`src/hw/rtl/ptt_pkg.sv`:
```
// shared types, codes and constants of the periodic task timer table
package ptt_pkg;

	localparam int TASK_SLOTS_DEF = 32;
	localparam int MAX_RESULTS    = 32;
	localparam int MS_PER_SEC     = 1000;

	localparam int FUNC_W  = 2;
	localparam int ID_W    = 5;
	localparam int INTV_W  = 32;
	localparam int NOW_W   = 48;
	localparam int DUE_W   = 49;
	localparam int RUNS_W  = 32;
	localparam int STAT_W  = 2;
	localparam int PROD_W  = 42;
	localparam int FIRED_W = $clog2(MAX_RESULTS + 1);

	typedef enum logic [FUNC_W-1:0] {
		FN_TICK   = 2'd0,
		FN_ADD    = 2'd1,
		FN_REMOVE = 2'd2,
		FN_ENABLE = 2'd3
	} func_t;

	typedef enum logic [STAT_W-1:0] {
		ST_OK   = 2'd0,
		ST_REJ  = 2'd1,
		ST_NONE = 2'd2
	} status_t;

	typedef enum logic [2:0] {
		S_IDLE,
		S_FIND,
		S_ADD_WR,
		S_SCAN,
		S_DRAIN,
		S_RESP
	} state_t;

	typedef struct packed {
		logic [INTV_W-1:0] interval;
		logic [DUE_W-1:0]  next_due;
		logic [RUNS_W-1:0] fire_count;
	} slot_rec_t;

endpackage

```
`src/hw/rtl/ptt_if.sv`:
```
// valid/ready channel interfaces for command and response words
interface ptt_cmd_if;
	logic                          valid;
	logic                          ready;
	logic [ptt_pkg::FUNC_W-1:0]    func;
	logic [ptt_pkg::ID_W-1:0]      task_id;
	logic [ptt_pkg::INTV_W-1:0]    period_sec;
	logic                          enable_flag;
	logic [ptt_pkg::NOW_W-1:0]     now_ms;

	modport source (output valid, func, task_id, period_sec, enable_flag, now_ms,
		input ready);
	modport sink (input valid, func, task_id, period_sec, enable_flag, now_ms,
		output ready);
endinterface

interface ptt_rsp_if;
	logic                          valid;
	logic                          ready;
	logic [ptt_pkg::STAT_W-1:0]    status;
	logic [ptt_pkg::ID_W-1:0]      slot_index;
	logic [ptt_pkg::RUNS_W-1:0]    runs_so_far;
	logic                          last;

	modport source (output valid, status, slot_index, runs_so_far, last, input ready);
	modport sink (input valid, status, slot_index, runs_so_far, last, output ready);
endinterface

```
`src/hw/rtl/periodic_task_timer_table_top.sv`:
```
// periodic task timer table: slot memory, scan pipeline and command sequencer
//
// channel | role | word
// cmd     | sink | func, task_id, period_sec, enable_flag, now_ms
// rsp     | src  | status, slot_index, runs_so_far, last
//
// one command at a time; cmd is ready only while the sequencer is idle
// tick: the scan reads one slot record a cycle, unless a firing waits on a full
//   rsp register, through a three-stage read, multiply, write-back pipeline
// add: free-slot search walks the active bits
// remove, enable, zero-time ticks and immediate rejects go straight to the rsp word
// reset clears active and enabled flops at once; an rsp stall freezes the scan
//   only while a new firing waits to be pushed
module periodic_task_timer_table_top #(
	parameter int TASK_SLOTS = ptt_pkg::TASK_SLOTS_DEF
) (
	input  logic clk,
	input  logic arst_n,
	ptt_cmd_if.sink   cmd,
	ptt_rsp_if.source rsp
);

	localparam int IW = (TASK_SLOTS > 1) ? $clog2(TASK_SLOTS) : 1;
	localparam int CW = $clog2(TASK_SLOTS + 1);

	ptt_pkg::state_t state_q, state_d;

	logic [TASK_SLOTS-1:0] act_q, ena_q;
	logic [CW-1:0]         cnt_q;
	logic [IW-1:0]         cnt_idx, id_idx;

	logic [ptt_pkg::INTV_W-1:0] interval_q;
	logic [ptt_pkg::NOW_W-1:0]  now_q;
	logic [ptt_pkg::PROD_W-1:0] prod_q;

	ptt_pkg::slot_rec_t mem_q [TASK_SLOTS];
	ptt_pkg::slot_rec_t rd_q;

	logic                       v_s1_q, v_s2_q;
	logic [IW-1:0]              idx_s1, idx_s2;
	logic                       due_s2;
	logic [ptt_pkg::PROD_W-1:0] prod_s2;
	logic [ptt_pkg::RUNS_W-1:0] cnt_s2;
	logic [ptt_pkg::INTV_W-1:0] intv_s2;

	logic                       pend_v_q;
	logic [IW-1:0]              pend_idx_q;
	logic [ptt_pkg::RUNS_W-1:0] pend_cnt_q;
	logic [ptt_pkg::FIRED_W-1:0] fired_q;

	logic                       out_v_q;
	logic [ptt_pkg::STAT_W-1:0] out_status_q;
	logic [ptt_pkg::ID_W-1:0]   out_slot_q;
	logic [ptt_pkg::RUNS_W-1:0] out_runs_q;
	logic                       out_last_q;

	logic [ptt_pkg::STAT_W-1:0] resp_status_q, resp_status_d;
	logic [ptt_pkg::ID_W-1:0]   resp_slot_q, resp_slot_d;
	logic                       resp_ld;

	logic                       cmd_rdy, accept, id_ok, out_free, fire_s2, rep;
	logic                       issue, adv, more, cnt_clr, cnt_inc, pend_ld;
	logic                       push, push_last;
	logic [ptt_pkg::STAT_W-1:0] push_status;
	logic [ptt_pkg::ID_W-1:0]   push_slot;
	logic [ptt_pkg::RUNS_W-1:0] push_runs;
	logic                       wr_en;
	logic [IW-1:0]              wr_addr;
	ptt_pkg::slot_rec_t         wr_data;
	logic                       add_set, rm_clr, en_wr;

	assign cnt_idx  = cnt_q[IW-1:0];
	assign id_idx   = IW'(cmd.task_id);
	assign id_ok    = (32'(cmd.task_id) < TASK_SLOTS) && act_q[id_idx];
	assign accept   = cmd.valid && cmd_rdy;
	assign out_free = !out_v_q || rsp.ready;
	assign fire_s2  = v_s2_q && due_s2;
	assign rep      = fired_q < ptt_pkg::FIRED_W'(ptt_pkg::MAX_RESULTS);
	assign more     = cnt_q < CW'(TASK_SLOTS);

	always_ff @(posedge clk or negedge arst_n) begin
		if (!arst_n) begin
			state_q <= ptt_pkg::S_IDLE;
		end else begin
			state_q <= state_d;
		end
	end

	always_comb begin
		state_d       = state_q;
		cmd_rdy       = 1'b0;
		issue         = 1'b0;
		adv           = 1'b1;
		cnt_clr       = 1'b0;
		cnt_inc       = 1'b0;
		pend_ld       = 1'b0;
		push          = 1'b0;
		push_last     = 1'b1;
		push_status   = ptt_pkg::ST_OK;
		push_slot     = '0;
		push_runs     = '0;
		wr_en         = 1'b0;
		wr_addr       = cnt_idx;
		wr_data       = '0;
		add_set       = 1'b0;
		rm_clr        = 1'b0;
		en_wr         = 1'b0;
		resp_ld       = 1'b0;
		resp_status_d = ptt_pkg::ST_REJ;
		resp_slot_d   = '0;
		case (state_q)
			ptt_pkg::S_IDLE: begin
				cmd_rdy = 1'b1;
				if (cmd.valid) begin
					cnt_clr = 1'b1;
					case (cmd.func)
						ptt_pkg::FN_TICK: begin
							if (cmd.now_ms == '0) begin
								resp_ld       = 1'b1;
								resp_status_d = ptt_pkg::ST_NONE;
								state_d       = ptt_pkg::S_RESP;
							end else begin
								state_d = ptt_pkg::S_SCAN;
							end
						end
						ptt_pkg::FN_ADD: begin
							if (cmd.period_sec == '0) begin
								resp_ld = 1'b1;
								state_d = ptt_pkg::S_RESP;
							end else begin
								state_d = ptt_pkg::S_FIND;
							end
						end
						ptt_pkg::FN_REMOVE: begin
							resp_ld = 1'b1;
							rm_clr  = id_ok;
							if (id_ok) resp_status_d = ptt_pkg::ST_OK;
							state_d = ptt_pkg::S_RESP;
						end
						ptt_pkg::FN_ENABLE: begin
							resp_ld = 1'b1;
							en_wr   = id_ok;
							if (id_ok) resp_status_d = ptt_pkg::ST_OK;
							state_d = ptt_pkg::S_RESP;
						end
						default: begin
							state_d = ptt_pkg::S_IDLE;
						end
					endcase
				end
			end
			ptt_pkg::S_FIND: begin
				if (!act_q[cnt_idx]) begin
					state_d = ptt_pkg::S_ADD_WR;
				end else if (cnt_q == CW'(TASK_SLOTS - 1)) begin
					resp_ld = 1'b1;
					state_d = ptt_pkg::S_RESP;
				end else begin
					cnt_inc = 1'b1;
				end
			end
			ptt_pkg::S_ADD_WR: begin
				wr_en              = 1'b1;
				wr_data.interval   = interval_q;
				wr_data.next_due   = ptt_pkg::DUE_W'(now_q) + ptt_pkg::DUE_W'(prod_q);
				wr_data.fire_count = '0;
				add_set            = 1'b1;
				resp_ld            = 1'b1;
				resp_status_d      = ptt_pkg::ST_OK;
				resp_slot_d        = ptt_pkg::ID_W'(cnt_idx);
				state_d            = ptt_pkg::S_RESP;
			end
			ptt_pkg::S_SCAN: begin
				adv     = !(fire_s2 && rep && pend_v_q && !out_free);
				issue   = adv && more;
				cnt_inc = issue;
				if (fire_s2 && adv) begin
					wr_en              = 1'b1;
					wr_addr            = idx_s2;
					wr_data.interval   = intv_s2;
					wr_data.next_due   = ptt_pkg::DUE_W'(now_q) + ptt_pkg::DUE_W'(prod_s2);
					wr_data.fire_count = cnt_s2;
					pend_ld            = rep;
					push               = rep && pend_v_q;
				end
				push_last = 1'b0;
				push_slot = ptt_pkg::ID_W'(pend_idx_q);
				push_runs = pend_cnt_q;
				if (!more && !v_s1_q && !v_s2_q) state_d = ptt_pkg::S_DRAIN;
			end
			ptt_pkg::S_DRAIN: begin
				push = out_free;
				if (pend_v_q) begin
					push_slot = ptt_pkg::ID_W'(pend_idx_q);
					push_runs = pend_cnt_q;
				end else begin
					push_status = ptt_pkg::ST_NONE;
				end
				if (out_free) state_d = ptt_pkg::S_IDLE;
			end
			ptt_pkg::S_RESP: begin
				push        = out_free;
				push_status = resp_status_q;
				push_slot   = resp_slot_q;
				if (out_free) state_d = ptt_pkg::S_IDLE;
			end
			default: begin
				state_d = ptt_pkg::S_IDLE;
			end
		endcase
	end

	// slot record memory, one write and one registered read port
	always_ff @(posedge clk) begin
		if (wr_en) mem_q[wr_addr] <= wr_data;
		if (issue) rd_q <= mem_q[cnt_idx];
	end

	always_ff @(posedge clk or negedge arst_n) begin
		if (!arst_n) begin
			act_q    <= '0;
			ena_q    <= '0;
			cnt_q    <= '0;
			v_s1_q   <= 1'b0;
			v_s2_q   <= 1'b0;
			pend_v_q <= 1'b0;
			fired_q  <= '0;
			out_v_q  <= 1'b0;
		end else begin
			if (add_set) begin
				act_q[cnt_idx] <= 1'b1;
				ena_q[cnt_idx] <= 1'b1;
			end
			if (rm_clr) act_q[id_idx] <= 1'b0;
			if (en_wr) ena_q[id_idx] <= cmd.enable_flag;
			if (cnt_clr) begin
				cnt_q <= '0;
			end else if (cnt_inc) begin
				cnt_q <= cnt_q + 1'b1;
			end
			if (adv) begin
				v_s1_q <= issue;
				v_s2_q <= v_s1_q;
			end
			if (accept) begin
				pend_v_q <= 1'b0;
				fired_q  <= '0;
			end else if (pend_ld) begin
				pend_v_q <= 1'b1;
				fired_q  <= fired_q + 1'b1;
			end
			if (push) begin
				out_v_q <= 1'b1;
			end else if (rsp.ready) begin
				out_v_q <= 1'b0;
			end
		end
	end

	always_ff @(posedge clk) begin
		if (accept) begin
			interval_q <= cmd.period_sec;
			now_q      <= cmd.now_ms;
		end
		prod_q <= ptt_pkg::PROD_W'(interval_q) * ptt_pkg::PROD_W'(ptt_pkg::MS_PER_SEC);
		if (adv) begin
			idx_s1  <= cnt_idx;
			idx_s2  <= idx_s1;
			due_s2  <= v_s1_q && act_q[idx_s1] && ena_q[idx_s1]
				&& ({1'b0, now_q} >= rd_q.next_due);
			prod_s2 <= ptt_pkg::PROD_W'(rd_q.interval)
				* ptt_pkg::PROD_W'(ptt_pkg::MS_PER_SEC);
			cnt_s2  <= rd_q.fire_count + 1'b1;
			intv_s2 <= rd_q.interval;
		end
		if (pend_ld) begin
			pend_idx_q <= idx_s2;
			pend_cnt_q <= cnt_s2;
		end
		if (resp_ld) begin
			resp_status_q <= resp_status_d;
			resp_slot_q   <= resp_slot_d;
		end
		if (push) begin
			out_status_q <= push_status;
			out_slot_q   <= push_slot;
			out_runs_q   <= push_runs;
			out_last_q   <= push_last;
		end
	end

	assign cmd.ready       = cmd_rdy;
	assign rsp.valid       = out_v_q;
	assign rsp.status      = out_status_q;
	assign rsp.slot_index  = out_slot_q;
	assign rsp.runs_so_far = out_runs_q;
	assign rsp.last        = out_last_q;

	a_ready_empty: assert property (@(posedge clk) disable iff (!arst_n)
		cmd_rdy |-> !v_s1_q && !v_s2_q)
		else $error("command taken while scan pipeline busy");

	a_fired_cap: assert property (@(posedge clk) disable iff (!arst_n)
		fired_q <= ptt_pkg::FIRED_W'(ptt_pkg::MAX_RESULTS))
		else $error("fired count beyond result limit");

	a_drain_done: assert property (@(posedge clk) disable iff (!arst_n)
		(state_q == ptt_pkg::S_DRAIN) && out_free |=> state_q == ptt_pkg::S_IDLE)
		else $error("drain did not return to idle");

	a_push_free: assert property (@(posedge clk) disable iff (!arst_n)
		push |-> out_free)
		else $error("response word overwritten");

	a_pend_scope: assert property (@(posedge clk) disable iff (!arst_n)
		pend_v_q && (state_q != ptt_pkg::S_IDLE) |->
		(state_q == ptt_pkg::S_SCAN || state_q == ptt_pkg::S_DRAIN))
		else $error("pending firing outside a tick");

endmodule
```
`src/flat_wrapper.sv`:
```
// flat-port wrapper written by rule: the top's interface ports become plain ports
module periodic_task_timer_table_top_flat 
#(
	parameter int TASK_SLOTS = ptt_pkg::TASK_SLOTS_DEF
)
  (clk, arst_n, cmd_valid, cmd_func, cmd_task_id, cmd_period_sec, cmd_enable_flag, cmd_now_ms, cmd_ready, rsp_valid, rsp_status, rsp_slot_index, rsp_runs_so_far, rsp_last, rsp_ready);
  ptt_cmd_if cmd_i ();
  ptt_rsp_if rsp_i ();
  input  logic clk;
  input  logic arst_n;
  input wire logic [$bits(cmd_i.valid)-1:0] cmd_valid;
  input wire logic [$bits(cmd_i.func)-1:0] cmd_func;
  input wire logic [$bits(cmd_i.task_id)-1:0] cmd_task_id;
  input wire logic [$bits(cmd_i.period_sec)-1:0] cmd_period_sec;
  input wire logic [$bits(cmd_i.enable_flag)-1:0] cmd_enable_flag;
  input wire logic [$bits(cmd_i.now_ms)-1:0] cmd_now_ms;
  output wire logic [$bits(cmd_i.ready)-1:0] cmd_ready;
  output wire logic [$bits(rsp_i.valid)-1:0] rsp_valid;
  output wire logic [$bits(rsp_i.status)-1:0] rsp_status;
  output wire logic [$bits(rsp_i.slot_index)-1:0] rsp_slot_index;
  output wire logic [$bits(rsp_i.runs_so_far)-1:0] rsp_runs_so_far;
  output wire logic [$bits(rsp_i.last)-1:0] rsp_last;
  input wire logic [$bits(rsp_i.ready)-1:0] rsp_ready;
  assign cmd_i.valid = cmd_valid;
  assign cmd_i.func = cmd_func;
  assign cmd_i.task_id = cmd_task_id;
  assign cmd_i.period_sec = cmd_period_sec;
  assign cmd_i.enable_flag = cmd_enable_flag;
  assign cmd_i.now_ms = cmd_now_ms;
  assign cmd_ready = cmd_i.ready;
  assign rsp_valid = rsp_i.valid;
  assign rsp_status = rsp_i.status;
  assign rsp_slot_index = rsp_i.slot_index;
  assign rsp_runs_so_far = rsp_i.runs_so_far;
  assign rsp_last = rsp_i.last;
  assign rsp_i.ready = rsp_ready;
  periodic_task_timer_table_top #(.TASK_SLOTS(TASK_SLOTS)) u_core (.clk(clk), .arst_n(arst_n), .cmd(cmd_i), .rsp(rsp_i));
endmodule
```
`config.mk`:
```
export PLATFORM = sky130hd
export DESIGN_NAME = periodic_task_timer_table_top_flat
export DESIGN_NICKNAME = d
export VERILOG_FILES = /design/src/hw/rtl/ptt_pkg.sv /design/src/hw/rtl/ptt_if.sv /design/src/hw/rtl/periodic_task_timer_table_top.sv /design/src/flat_wrapper.sv
export SDC_FILE = /design/constraint.sdc
export NUM_CORES = 2
export LEC_CHECK = 0
export ABC_CLOCK_PERIOD_IN_PS = 9200
export BUFFER_PORTS_ARGS = -buffer_cell sky130_fd_sc_hd__clkbuf_2
export CORE_MARGIN = 2
export CORE_UTILIZATION = 41
export CTS_CLUSTER_SIZE = 24
export DETAILED_ROUTE_END_ITERATION = 16
export PLACE_DENSITY_LB_ADDON = 0.1
export SLEW_MARGIN = 20
export SYNTH_ARGS = -nofsm -noshare
export SYNTH_HDL_FRONTEND = slang
export SYNTH_SLANG_ARGS = --single-unit
```
`constraint.sdc`:
```
create_clock -name clk -period 9.2 [get_ports clk]
set_clock_uncertainty 0.1 [all_clocks]
set_input_delay 1.84 -clock clk [delete_from_list [all_inputs] [get_ports clk]]
set_output_delay 1.84 -clock clk [all_outputs]
set_load 0.01 [all_outputs]
```
==> flow_summary.toml <==
[outcome]
status = "completed"

[clock_network]
post_cts_buffers = 0
clock_latency_ns = 1.03
clk_path_buf_depth = 4
holdBufCountCts = 0
cts-root-buf = "clkbuf_16"
cts_buffers = 432
cts.reportedPaths.clkPinSlew_ns = 0.06
cts_repair_resize_count = 0
cts_tree = "yes"
h-tree-depth = 5
clock_sinks = 4127

[placed_design]
portBuffers = 133
place_congestion = 0.875
detailed_place_hpwl_um = 291000
dpl_worst_slack_ns = 2.59

[critical_path]
cp.arrival_ns = 6.24
cp-start-kind = "flop"
r2r_start = "u_core.state_q[2]$_DFFE_PN0P_"
crit_type = "flop to flop"
startpoint = "u_core.state_q[2]$_DFFE_PN0P_"
cp.required_ns = 9.69
endpoint_kind = "flop"
regToRegSetupSlack_ns = 3.45
path_max_fanout = 74

[synthesis]
muxShareOfSynthArea_pct = 12.3
ys_seq_area_share_pct = 72.4
ys_seq_elements = 4127
ys_warn_count = 0
asyncSetResetFlopFracSynth_pct = 2.01
synth_edf_count = 4005
synth_cell_types = 94
synth_area_um2 = 170000
synth-main-ff-cell = "edfxtp_1"
synth-xor-area-share_pct = 0.788
netlist_instances = 8676
synth_compound_area_share_pct = 5.00
synth_fp_nets = 9308
synth_simple_gate_area_share_pct = 2.60
syn_area_per_cell_um2 = 19.6
synth_fa_ha_area_share_pct = 5.02
synth_top_family_by_area = "multiplexers"

[timing]
period_share_pct = 62.5
setup-violations-final = 0
finalSetupTns_ns = 0
max_freq_mhz = 174
worst_pin_slew_ns = 1.22
slew_headroom_pct = 18.6
rsz0062_at_grt = "false"
fin_crit_ns = 5.75
slew_violations = 0
setup_ws_ns = 3.45
finalHoldViolations = 0

[routing]
drtPass1Iterations = 6
vias_per_cell = 5.97
initialDrtViolationCount = 9898
ant_nets = 0
drc = 0
num_vias = 89162
finalWirelength_um = 511000
wire_per_inst_um = 34.2

[die]
rows = 236
dieArea_um2 = 420000
chipWidth_um = 648
fp.dieH_um = 648
core_area_um2 = 413000
pin_count = 134
start_util_pct = 41.2

[job]
drv_cap = 0

[layout]
finalNetCount = 9722
area_growth_pct = 13.8
drive_above_1_share_pct = 22.0
final_core_util_pct = 46.8

[grt]
grt_pass1_wl_um = 710000
grt_usage_pct = 24.1
grt_pass1_vias = 90615
gr-total-overflow = 0
antenna_found_initial = 18
grt_max_degree = 113

[power]
ir_drop_mv = 0.699
p_leak_nw = 65.3
p_per_area_nw_per_um2 = 362

[min_path]
hold_class = "flop to flop"
min_from = "u_core.cnt_s2[7]$_DFFE_PP_"
[power by group]
| part | leakage, nW | switching [mW] | total (mW) | internal, mW |
|---|---|---|---|---|
| clock network | 6.80 | 7.43 | 17.3 | 9.91 |
| logic | 18.7 | 17.1 | 28.6 | 11.5 |
| registers | 39.8 | 0.797 | 24.1 | 23.3 |
| total | 65.3 | 25.3 | 70.0 | 44.7 |
[critical path, cell delays in order, from the launching register on]
cell      delay (ns)
dfrtp_1         0.45
nand2b_2        0.20
buf_4           0.25
nor2_1          0.29
inv_1           0.15
nor2_1          0.22
and3_4          0.56
buf_4           0.69
nand3b_1        0.19
nand2_1         0.16
nand2_1         0.24
nor2_4          0.87
buf_12          0.57
[registers in the layout (all words and copies together) (netlist names), 6 cells and up]
| signal | cells |
|---|---|
| u_core.cnt_s2 | 32 |
| u_core.rd_q | 113 |
| u_core.fired_q | 6 |
| u_core.act_q | 32 |
| u_core.prod_q | 39 |
| u_core.ena_q | 32 |
| u_core.now_q | 48 |
| u_core.rsp.runs_so_far | 32 |
| u_core.interval_q | 32 |
| u_core.mem_q | 3616 |
| u_core.cnt_q | 6 |
| u_core.prod_s2 | 37 |
| u_core.pend_cnt_q | 32 |
| u_core.intv_s2 | 32 |
[cells in the mapped netlist, drive strengths merged, types with 35 or more instances]
cell    number  area, um^2
ha         302        3780
nor2       159         597
nor3        35         185
a21o        95         713
and2        75         473
a22oi      467        3510
xor2        49         429
xnor2      104         911
inv        439        1650
edfxtp    4005      120000
mux4       925       20800
buf        126         611
clkbuf     266         998
dfrtp       83        2080
o21ai      178         895
a21oi      260        1300
dfxtp       39         781
nand3       62         315
o31a        36         315
fa         238        4760
nand4      150         938
nand2      185         694
[cell usage in the layout (no fill, tap or decap), types with 143 or more instances in the layout]
cell type  instances
edfxtp_1        4005
nand4_1          150
buf_4            182
fa_1             238
ha_1             302
clkbuf_16        437
a22oi_1          467
o21ai_0          143
inv_1            437
nand2_1          182
mux4_2           925
a21oi_1          257
[per-layer routing]
layer / GRT usage [%] / wire (um) / vias to the layer above
met5: 0 / 0 / -
met1: 33.8 / 216000 / 48786
met2: 40.4 / 252000 / 3346
li1: - / - / 36345
met3: 2.87 / 30000 / 685
met4: 5.83 / 13400 / 0
[area by class of cell]
type / instances / area, um^2
clock inverters: 257 / 2600
flip-flops and latches: 4127 / 123000
multi-input cells: 3718 / 44600
clock buffers: 546 / 11400
fillers: 34426 / 220000
diodes: 6 / 15.0
inverters: 439 / 1660
repair buffers: 372 / 3230
well taps: 5474 / 6850
[cells by family (layout without fill, tap and decap cells)]
logic type | count (synthesis) | in the layout
xor+xnor | 153 | 153
flops | 4127 | 4127
compound gates | 1252 | 1252
buf+inv | 831 | 1614
fa+ha+maj | 540 | 540
other cells | 0 | 6
mux | 932 | 932
simple gates | 841 | 841
[worst paths after layout]
kind,to,cells past startpoint
worst max-delay path,u_core.mem_q[18][72]$_DFFE_PP_,12
worst min-delay path,u_core.pend_cnt_q[7]$_DFFE_PP_,0
worst max register to register,u_core.mem_q[18][72]$_DFFE_PP_,12
worst min register to register,u_core.pend_cnt_q[7]$_DFFE_PP_,0
max in group asynchronous,u_core.act_q[23]$_DFF_PN0_,2
min in group asynchronous,u_core.ena_q[5]$_DFF_PN0_,1
[stage by stage]
stage	power [mW]	area [um^2]	instances	hold slack, ns
2_1_floorplan	44.5	170000	8676	0.317
3_3_place_gp	53.2	179000	14119	0.334
3_5_place_dp	53.3	179000	14126	0.328
4_1_cts	70.8	193000	14929	0.342
5_1_grt	74.1	194000	14936	0.359
6_report	70.0	194000	14939	0.348
(Power assumes the default switching activity.)
